## src/rtl/ftdt_pkg.sv

```systemverilog
`timescale 1ns / 1ps
// ----------------------------------------------------------------------------
// ftdt_pkg: shared types and constants for float_to_decimal_text
// Float constants, sequencer states, character codes, the multiplier request type and helpers.
// ----------------------------------------------------------------------------
package ftdt_pkg;

    localparam logic [31:0] F_1000  = 32'h447A0000;
    localparam logic [31:0] F_0P001 = 32'h3A83126F;
    localparam logic [31:0] F_0P1   = 32'h3DCCCCCD;
    localparam logic [31:0] F_10    = 32'h41200000;
    localparam logic [31:0] F_1E6   = 32'h49742400;
    localparam logic [31:0] F_1     = 32'h3F800000;

    localparam logic [7:0] CH_0     = 8'h30;
    localparam logic [7:0] CH_MINUS = 8'h2D;
    localparam logic [7:0] CH_DOT   = 8'h2E;
    localparam logic [7:0] CH_E     = 8'h65;
    localparam logic [7:0] CH_CAP_N = 8'h4E;
    localparam logic [7:0] CH_A     = 8'h61;
    localparam logic [7:0] CH_I     = 8'h69;
    localparam logic [7:0] CH_N     = 8'h6E;
    localparam logic [7:0] CH_F     = 8'h66;

    typedef enum logic [3:0] {
        ST_IDLE,
        ST_BIG3,
        ST_BIG1,
        ST_SML3,
        ST_SML1,
        ST_SCALE,
        ST_ROUND,
        ST_SPLIT,
        ST_STRIP,
        ST_DIGITS,
        ST_EMIT
    } state_t;

    typedef struct packed {
        logic        start;
        logic [31:0] a;
        logic [31:0] b;
    } mul_req_t;

    // Positive normal single-precision compare (magnitudes only)
    function automatic logic f_ge(input logic [31:0] x, input logic [31:0] y);
        return x[30:0] >= y[30:0];
    endfunction

    // Divide by ten with a reciprocal multiply; exact below 2^26
    function automatic logic [23:0] f_div10(input logic [23:0] x);
        logic [47:0] p;
        p = 48'(x) * 48'd13421773;
        return {3'b0, p[47:27]};
    endfunction

    // Leading decimal digit of a seven-digit significand
    function automatic logic [3:0] f_hi_digit(input logic [23:0] x);
        logic [3:0] d;
        d = 4'd0;
        for (int k = 1; k < 10; k++)
        begin
            if (x >= 24'(k * 1000000))
                d = 4'(k);
        end
        return d;
    endfunction

    // Tens digit of an exponent magnitude
    function automatic logic [3:0] f_tens(input logic [6:0] x);
        logic [3:0] d;
        d = 4'd0;
        for (int k = 1; k < 7; k++)
        begin
            if (x >= 7'(k * 10))
                d = 4'(k);
        end
        return d;
    endfunction

endpackage

```

## src/rtl/float_to_decimal_text.sv

```systemverilog
`timescale 1ns / 1ps
// ----------------------------------------------------------------------------
// float_to_decimal_text: float32 to decimal ASCII text
// Converts one float per beat into its scientific-style text, a char a beat.
// ----------------------------------------------------------------------------
// Zero, NaN and infinity reach the output the cycle after the beat; other
// values pass through the shared multiplier in the scaling loops and the
// 1e6 scale, then round, split, strip and digit split before the first char.
// One value at a time: a new float is taken only after its last character,
// and characters go out one beat per cycle while m_tready is high.
// Reset: rst_n clears the sequencer and output valid asynchronously.
module float_to_decimal_text
    import ftdt_pkg::*;
(
    input  logic        clk,
    input  logic        rst_n,
    input  logic        s_tvalid,
    output logic        s_tready,
    input  logic [31:0] s_tdata,   // [31:0] value_bits
    output logic        m_tvalid,
    input  logic        m_tready,
    output logic [7:0]  m_tdata,   // [7:0] char_code
    output logic        m_tlast    // last_char
);

    state_t state_reg, state_next;
    logic [31:0] v_reg, v_next;
    logic signed [6:0] e_reg, e_next;
    logic        neg_reg, neg_next;
    logic        wait_reg, wait_next;
    logic [23:0] sig_reg, sig_next;
    logic [19:0] frac_reg, frac_next;
    logic [2:0]  fd_reg, fd_next;
    logic [2:0]  cnt_reg, cnt_next;
    logic [3:0]  dig_reg [0:5];
    logic [3:0]  dig_next [0:5];
    logic [7:0]  buf_reg [0:12];
    logic [7:0]  buf_next [0:12];
    logic [3:0]  len_reg, len_next;
    logic [3:0]  pos_reg, pos_next;

    mul_req_t    mreq;
    logic [31:0] mprod;
    logic        mdone;

    ftdt_fmul u_mul (.clk(clk), .rst_n(rst_n), .req(mreq), .prod(mprod), .done(mdone));

    logic [31:0] t;
    logic [24:0] q;
    logic [6:0]  ae;
    logic [3:0]  at;
    logic [3:0]  n;
    logic [23:0] fq;
    logic [3:0]  fr;
    logic [3:0]  hi;

    assign fq = f_div10({4'd0, frac_reg});
    assign fr = 4'({4'd0, frac_reg} - (fq << 3) - (fq << 1));
    assign hi = f_hi_digit(sig_reg);

    always_comb
    begin
        state_next = state_reg;
        case (state_reg)
            ST_IDLE:
                if (s_tvalid)
                begin
                    if ((s_tdata[30:23] == 8'hFF) || (s_tdata[30:0] == 31'd0))
                        state_next = ST_EMIT;
                    else if (f_ge(s_tdata, F_10))
                        state_next = ST_BIG3;
                    else if (!f_ge(s_tdata, F_1))
                        state_next = ST_SML3;
                    else
                        state_next = ST_SCALE;
                end
            ST_BIG3:
                if (!wait_reg && !f_ge(v_reg, F_1000))
                    state_next = ST_BIG1;
            ST_BIG1:
                if (!wait_reg && !f_ge(v_reg, F_10))
                    state_next = ST_SCALE;
            ST_SML3:
                if (!wait_reg && f_ge(v_reg, F_0P001))
                    state_next = ST_SML1;
            ST_SML1:
                if (!wait_reg && f_ge(v_reg, F_1))
                    state_next = ST_SCALE;
            ST_SCALE:
                if (wait_reg && mdone)
                    state_next = ST_ROUND;
            ST_ROUND:  state_next = ST_SPLIT;
            ST_SPLIT:  state_next = ST_STRIP;
            ST_STRIP:
                if (cnt_reg != 3'd0 && (fd_reg == 3'd0 || fr != 4'd0))
                    state_next = ST_DIGITS;
            ST_DIGITS:
                if (cnt_reg == 3'd5)
                    state_next = ST_EMIT;
            ST_EMIT:
                if (m_tready && pos_reg == len_reg - 4'd1)
                    state_next = ST_IDLE;
            default:   state_next = ST_IDLE;
        endcase
    end

    always_comb
    begin
        v_next = v_reg;
        e_next = e_reg;
        neg_next = neg_reg;
        wait_next = wait_reg;
        sig_next = sig_reg;
        frac_next = frac_reg;
        fd_next = fd_reg;
        cnt_next = cnt_reg;
        dig_next = dig_reg;
        buf_next = buf_reg;
        len_next = len_reg;
        pos_next = pos_reg;
        mreq = '0;
        t = 32'd0;
        q = 25'd0;
        ae = 7'd0;
        at = 4'd0;
        n = 4'd0;
        case (state_reg)
            ST_IDLE:
                if (s_tvalid)
                begin
                    v_next = {1'b0, s_tdata[30:0]};
                    neg_next = s_tdata[31];
                    e_next = 7'sd0;
                    wait_next = 1'b0;
                    pos_next = 4'd0;
                    if (s_tdata[30:23] == 8'hFF && s_tdata[22:0] != 23'd0)
                    begin
                        buf_next[0] = CH_CAP_N;
                        buf_next[1] = CH_A;
                        buf_next[2] = CH_CAP_N;
                        len_next = 4'd3;
                    end
                    else if (s_tdata[30:0] == 31'd0)
                    begin
                        buf_next[0] = CH_0;
                        len_next = 4'd1;
                    end
                    else if (s_tdata[30:23] == 8'hFF)
                    begin
                        n = s_tdata[31] ? 4'd1 : 4'd0;
                        buf_next[0] = CH_MINUS;
                        buf_next[n] = CH_I;
                        buf_next[n + 4'd1] = CH_N;
                        buf_next[n + 4'd2] = CH_F;
                        len_next = n + 4'd3;
                    end
                end
            ST_BIG3, ST_BIG1, ST_SML3, ST_SML1:
            begin
                if (wait_reg)
                begin
                    if (mdone)
                    begin
                        v_next = mprod;
                        wait_next = 1'b0;
                    end
                end
                else if (state_next == state_reg)
                begin
                    mreq.start = 1'b1;
                    mreq.a = v_reg;
                    wait_next = 1'b1;
                    case (state_reg)
                        ST_BIG3: begin mreq.b = F_0P001; e_next = e_reg + 7'sd3; end
                        ST_BIG1: begin mreq.b = F_0P1; e_next = e_reg + 7'sd1; end
                        ST_SML3: begin mreq.b = F_1000; e_next = e_reg - 7'sd3; end
                        default: begin mreq.b = F_10; e_next = e_reg - 7'sd1; end
                    endcase
                end
            end
            ST_SCALE:
                if (!wait_reg)
                begin
                    mreq.start = 1'b1;
                    mreq.a = v_reg;
                    mreq.b = F_1E6;
                    wait_next = 1'b1;
                end
                else if (mdone)
                begin
                    v_next = mprod;
                    wait_next = 1'b0;
                end
            ST_ROUND:
            begin
                // v in [1e6,1e7): integer part plus 0.5 rounded in float
                t = v_reg;
                q = {1'b1, t[22:0], 1'b0} >> (5'd23 - 5'(t[30:23] - 8'd127));
                // q holds 2*v truncated; float add 0.5 then truncate
                if (t[30:23] - 8'd127 >= 8'd23)
                    sig_next = 24'({1'b1, t[22:0]} << (t[30:23] - 8'd150));
                else
                    sig_next = 24'((q + 25'd1) >> 1);
                // Odd integer plus one half ties up to the even neighbor
                if (t[30:23] == 8'd150 && t[0])
                    sig_next = 24'({1'b1, t[22:0]}) + 24'd1;
            end
            ST_SPLIT:
            begin
                if (sig_reg >= 24'd10000000)
                begin
                    sig_next = f_div10(sig_reg);
                    e_next = e_reg + 7'sd1;
                end
                fd_next = 3'd6;
                cnt_next = 3'd0;
            end
            ST_STRIP:
            begin
                if (cnt_reg == 3'd0)
                begin
                    frac_next = 20'(sig_reg - 24'(hi) * 24'd1000000);
                    cnt_next = 3'd1;
                end
                else if (fd_reg != 3'd0 && fr == 4'd0)
                begin
                    frac_next = 20'(fq);
                    fd_next = fd_reg - 3'd1;
                end
                if (state_next == ST_DIGITS)
                    cnt_next = 3'd0;
            end
            ST_DIGITS:
            begin
                dig_next[3'd5 - cnt_reg] = fr;
                frac_next = 20'(fq);
                cnt_next = cnt_reg + 3'd1;
                if (cnt_reg == 3'd5)
                begin
                    n = 4'd0;
                    if (neg_reg)
                    begin
                        buf_next[0] = CH_MINUS;
                        n = 4'd1;
                    end
                    buf_next[n] = CH_0 + 8'(hi);
                    n = n + 4'd1;
                    if (fd_reg != 3'd0)
                    begin
                        buf_next[n] = CH_DOT;
                        n = n + 4'd1;
                        for (int i = 0; i < 6; i++)
                        begin
                            if (3'(i) < fd_reg)
                                buf_next[n + 4'(i)] =
                                    CH_0 + 8'(dig_next[3'd6 - fd_reg + 3'(i)]);
                        end
                        n = n + 4'(fd_reg);
                    end
                    if (e_next != 7'sd0)
                    begin
                        buf_next[n] = CH_E;
                        n = n + 4'd1;
                        ae = e_next[6] ? 7'(-e_next) : 7'(e_next);
                        at = f_tens(ae);
                        if (e_next[6])
                        begin
                            buf_next[n] = CH_MINUS;
                            n = n + 4'd1;
                        end
                        if (ae >= 7'd10)
                        begin
                            buf_next[n] = CH_0 + 8'(at);
                            n = n + 4'd1;
                        end
                        buf_next[n] = CH_0 + 8'(ae - {3'd0, at} * 7'd10);
                        n = n + 4'd1;
                    end
                    len_next = n;
                end
            end
            ST_EMIT:
                if (m_tready)
                    pos_next = pos_reg + 4'd1;
            default: ;
        endcase
    end

    always_ff @(posedge clk or negedge rst_n)
    begin
        if (!rst_n)
        begin
            state_reg <= ST_IDLE;
            wait_reg <= 1'b0;
        end
        else
        begin
            state_reg <= state_next;
            wait_reg <= wait_next;
        end
    end

    always_ff @(posedge clk)
    begin
        v_reg <= v_next;
        e_reg <= e_next;
        neg_reg <= neg_next;
        sig_reg <= sig_next;
        frac_reg <= frac_next;
        fd_reg <= fd_next;
        cnt_reg <= cnt_next;
        dig_reg <= dig_next;
        buf_reg <= buf_next;
        len_reg <= len_next;
        pos_reg <= pos_next;
    end

    assign s_tready = (state_reg == ST_IDLE);
    assign m_tvalid = (state_reg == ST_EMIT);
    assign m_tdata  = buf_reg[pos_reg];
    assign m_tlast  = (pos_reg == len_reg - 4'd1);

`ifndef NO_ASSERTIONS
    a_no_overlap: assert property (@(posedge clk) disable iff (!rst_n)
        !(s_tready && m_tvalid)) else $error("input and output both open");
    a_last_ends: assert property (@(posedge clk) disable iff (!rst_n)
        m_tvalid && m_tready && m_tlast |=> s_tready) else $error("no return to idle");
    a_len_ok: assert property (@(posedge clk) disable iff (!rst_n)
        m_tvalid |-> (len_reg != 4'd0 && pos_reg < len_reg)) else $error("bad position");
`endif

endmodule

```

## src/rtl/ftdt_fmul.sv

```systemverilog
`timescale 1ns / 1ps
// ----------------------------------------------------------------------------
// ftdt_fmul: shared single-precision multiplier
// Positive operands, b always normal; round to nearest even; registered product, done a registered req.start.
// ----------------------------------------------------------------------------
module ftdt_fmul
    import ftdt_pkg::*;
(
    input  logic        clk,
    input  logic        rst_n,
    input  mul_req_t    req,
    output logic [31:0] prod,
    output logic        done
);

    logic [47:0] mp_reg;
    logic signed [10:0] ex_reg;
    logic        v1_reg;

    logic [23:0] ma, mb;
    logic [7:0]  ea_adj;
    logic [4:0]  lz;
    logic [23:0] man_n;

    // Normalize a subnormal a operand before multiplying
    always_comb
    begin
        lz = 5'd0;
        for (int i = 22; i >= 0; i--)
        begin
            if (req.a[i] && lz == 5'd0 && req.a[30:23] == 8'd0)
                lz = 5'(23 - i);
        end
    end

    always_comb
    begin
        man_n = {1'b0, req.a[22:0]} << lz;
        if (req.a[30:23] == 8'd0)
        begin
            ma = man_n;
            ea_adj = 8'd1;
        end
        else
        begin
            ma = {1'b1, req.a[22:0]};
            ea_adj = req.a[30:23];
        end
        mb = {1'b1, req.b[22:0]};
    end

    always_ff @(posedge clk or negedge rst_n)
    begin
        if (!rst_n)
            v1_reg <= 1'b0;
        else
            v1_reg <= req.start;
    end

    always_ff @(posedge clk)
    begin
        if (req.start)
        begin
            mp_reg <= ma * mb;
            ex_reg <= 11'(signed'({3'b0, ea_adj})) - 11'(signed'({6'b0, lz}))
                    + 11'(signed'({3'b0, req.b[30:23]})) - 11'sd127;
        end
    end

    logic [47:0] mn;
    logic signed [10:0] en;
    logic [23:0] keep;
    logic        g, s;
    logic [24:0] rnd;
    logic [5:0]  sh;
    logic [71:0] wide;

    always_comb
    begin
        if (mp_reg[47])
        begin
            mn = mp_reg;
            en = ex_reg + 11'sd1;
        end
        else
        begin
            mn = {mp_reg[46:0], 1'b0};
            en = ex_reg;
        end
        // Denormalize result when exponent is at or below zero
        if (en <= 11'sd0)
        begin
            sh = (en < -11'sd30) ? 6'd31 : 6'(11'sd1 - en);
            wide = {mn, 24'd0} >> sh;
        end
        else
        begin
            sh = 6'd0;
            wide = {mn, 24'd0};
        end
        keep = wide[71:48];
        g = wide[47];
        s = |wide[46:0];
        rnd = {1'b0, keep} + 25'(g & (s | keep[0]));
        if (en <= 11'sd0)
            prod = {1'b0, 8'(rnd[23]), rnd[22:0]};
        else if (rnd[24])
            prod = {1'b0, 8'(en + 11'sd1), rnd[23:1]};
        else
            prod = {1'b0, 8'(en), rnd[22:0]};
    end

    assign done = v1_reg;

endmodule

```

## config.mk

```make
export PLATFORM = sky130hd
export DESIGN_NAME = float_to_decimal_text
export DESIGN_NICKNAME = d
export VERILOG_FILES = /design/src/rtl/ftdt_pkg.sv /design/src/rtl/float_to_decimal_text.sv /design/src/rtl/ftdt_fmul.sv
export SDC_FILE = /design/constraint.sdc
export NUM_CORES = 2
export LEC_CHECK = 0
export BUFFER_PORTS_ARGS = -buffer_cell sky130_fd_sc_hd__buf_2
export CORE_UTILIZATION = 23
export DETAILED_ROUTE_END_ITERATION = 6
export PLACE_DENSITY = 0.35
export SLEW_MARGIN = 20
export SYNTH_ARGS = -nofsm -noshare
export SYNTH_HDL_FRONTEND = slang
export SYNTH_SLANG_ARGS = --single-unit
```

## constraint.sdc

```tcl
create_clock -name clk -period 38.6 [get_ports clk]
set_clock_uncertainty 0.15 [all_clocks]
set_input_delay 3.86 -clock clk [delete_from_list [all_inputs] [get_ports clk]]
set_output_delay 3.86 -clock clk [all_outputs]
set_load 0.01 [all_outputs]
```

==> results.py <==
metrics = {
    "run_status": {
        "status": "finished, violations left",
        "violations": "DRC",
    },
    "grt": {
        "grt_max_degree": 76,
        "grt_overflow_total": 0,
        "grt_pass1_vias": 55253,
        "antenna_found_initial": 6,
        "grt_pass1_wl_um": 377000,
        "grt_util_all_layers": 0.180,
    },
    "floorplanning": {
        "die_w_um": 528,
        "pin_count": 47,
        "num_rows": 192,
        "dieArea_um2": 279000,
        "coreArea_um2": 274000,
        "die_h_um": 528,
        "initial_core_util": 0.232,
    },
    "sta": {
        "fin_crit_sh": 0.511,
        "slew_viol_final": 0,
        "setup_violations": 0,
        "slew_headroom": 0.229,
        "hold_viol": 0,
        "period_minus_slack_ns": 19.72,
        "worst_pin_slew_ns": 1.15,
        "finalSetupTns_ns": 0,
        "fmax_mhz": 50.7,
        "rsz0062_at_grt": "no",
    },
    "logic_synthesis": {
        "yosysSeqAreaShare": 0.136,
        "synth_compound_area_frac": 0.151,
        "synth_xor_area_frac": 0.0355,
        "synth_top_area_share": 0.242,
        "synth_simple_gate_area_frac": 0.138,
        "synth_area_leader_cell": "fa_1",
        "synth_area_leaders": "fa_1, ha_1, edfxtp_1",
        "yosysWarnings": 0,
        "synth_edf_count": 284,
        "syn_area_um2": 63600,
        "synth_ff_type": "edfxtp_1",
        "async_reset_ff_frac": 0.0207,
        "synth_top_family_by_area": "adder cells",
        "ys_seq_elements": 290,
        "synth_cell_type_count": 110,
        "synth.area.mux_share": 0.0453,
        "avgSynthCellArea_um2": 8.76,
        "mappedNetlistNets": 8878,
        "yosys.area_share.adder": 0.401,
        "syn_inst": 7264,
    },
    "routing": {
        "post-route-drc-count": 3,
        "via_count": 52746,
        "drtIter0Drc": 3585,
        "ant_nets": 0,
        "first_pass_iters": 7,
        "wl_um": 251000,
        "routed_via_density": 4.83,
        "wire_per_inst_um": 23.0,
    },
    "critical_path": {
        "r2r-end": "u_mul.mp_reg[47]",
        "critPathLaunch": "frac_reg[3]",
        "crit_slowest_cell": "a2111oi_0",
        "arrival_ns": 20.03,
        "reg2regPathDepth": 65,
        "crit_path_end": "u_mul.mp_reg[47]",
        "timing.rr.start": "frac_reg[3]",
        "crit_fanout": 31,
        "required_ns": 38.91,
        "crit_top_cell": "fa_1",
        "crit_path_max_incr_delay_ns": 0.89,
        "r2r_slack_ns": 18.88,
        "worst_setup_path_end_kind": "flip-flop",
        "critical_path_class": "reg -> reg",
        "critPathLaunchType": "flip-flop",
    },
    "clock_network": {
        "numCtsBuffers": 47,
        "cts_tree": "built",
        "root_buffer": "clkbuf_16",
        "holdBufCountCts": 0,
        "clkSlewWorstSetupHoldPaths_ns": 0.06,
        "cts_sinks": 290,
        "postCtsSetupBuffers": 0,
        "clockBufferDepth": 3,
        "cts_resized": 0,
        "clk-insertion-delay-late_ns": 0.70,
        "htreeDepth": 2,
    },
    "worst_hold_path": {
        "hold_class": "reg -> reg",
    },
    "final_layout": {
        "fill_cells": 30108,
        "most-common-layout-cells": "inv_1, ha_1, fa_1",
        "largest_register_ffs": 104,
        "fin_area_um2": 70000,
        "nets": 8814,
        "area_growth_pct": 10.1,
        "seq_area_um2": 8680,
        "final_common_cell": "inv_1",
        "fin_cells": 10927,
        "postLayoutCoreUtil": 0.255,
        "multi_input_area_um2": 49200,
        "drive_gt1_frac": 0.0651,
    },
    "placement": {
        "dp_hpwl_um": 205000,
        "gp_congestion": 0.893,
        "placed_cells": 10837,
        "portBuffers": 46,
        "post_dp_cell_area_um2": 68500,
    },
    "flow_run": {
        "max-cap-violations": 0,
    },
}
## cell usage after synthesis, types with 51 or more instances
library cell and instances:
o21ai_0 325, mux2i_1 115, o22ai_1 64, a221oi_1 56, clkbuf_1 237, xor2_1 86, nand4_1 59, fa_1 770
nand2_1 601, a21o_1 51, nand3_1 169, and3_1 53, a31oi_1 67, xnor2_1 169, o211ai_1 61, nor2_1 609
a211oi_1 79, ha_1 808, nor3_1 122, edfxtp_1 284, a21oi_1 360, mux4_2 58, nand2b_1 52, inv_1 1228
## per-stage QoR
step           setup WS [ns]  hold slack, ns
6_report               18.88           0.446
5_1_grt                17.54           0.474
4_1_cts                18.63           0.446
3_5_place_dp           18.18           0.426
3_3_place_gp           18.32           0.424
2_1_floorplan          21.54           0.381
## layer usage
| metal | up-vias | wire length, um | part of all wire | track usage |
|---|---|---|---|---|
| met5 | - | 9 | 0.000036 | 0 |
| met4 | 2 | 8810 | 0.035 | 0.0588 |
| met3 | 296 | 8910 | 0.036 | 0.0145 |
| met2 | 1257 | 119000 | 0.48 | 0.302 |
| met1 | 26551 | 114000 | 0.45 | 0.242 |
| li1 | 24640 | - | - | - |
## worst min-delay path by stage
| stage | from | endpoint | cells past startpoint |
|---|---|---|---|
| after floorplan | buf_reg[93] | buf_reg[93] | 2 |
| after global placement | buf_reg[59] | buf_reg[59] | 2 |
| after detailed placement | buf_reg[59] | buf_reg[59] | 2 |
| after CTS | buf_reg[59] | buf_reg[59] | 2 |
| after global routing | buf_reg[59] | buf_reg[59] | 2 |
| final | buf_reg[59] | buf_reg[59] | 2 |
## area by class of cell
cell class,instances,share of cell area
Sequential cell,290,0.124
Inverter,1244,0.0667
Multi-Input combinational cell,5428,0.703
Clock buffer,53,0.0171
Timing Repair Buffer,189,0.0186
Clock inverter,35,0.00509
Tap cell,3686,0.0659
Antenna cell,2,0.0000715
## critical path, delay by kind of cell, from the launching register on
kind,cells,cell delay [ns]
flops,1,0.50
compound gates,21,6.30
simple gates,9,1.62
buf+inv,12,1.91
mux,2,0.78
xor+xnor,4,0.78
fa+ha+maj,17,7.40
## cell families after synthesis
group,after synthesis
adder cells (fa/ha/maj),1579
AND/OR/NAND/NOR,1929
flip-flops,290
buffers and inverters,1546
AO/OA/AOI/OAI,1454
multiplexers,210
XOR/XNOR,256
Power is left out: the tool's default activity adds up to more than one toggle a clock period on the data nets, which glitch-free logic cannot reach.
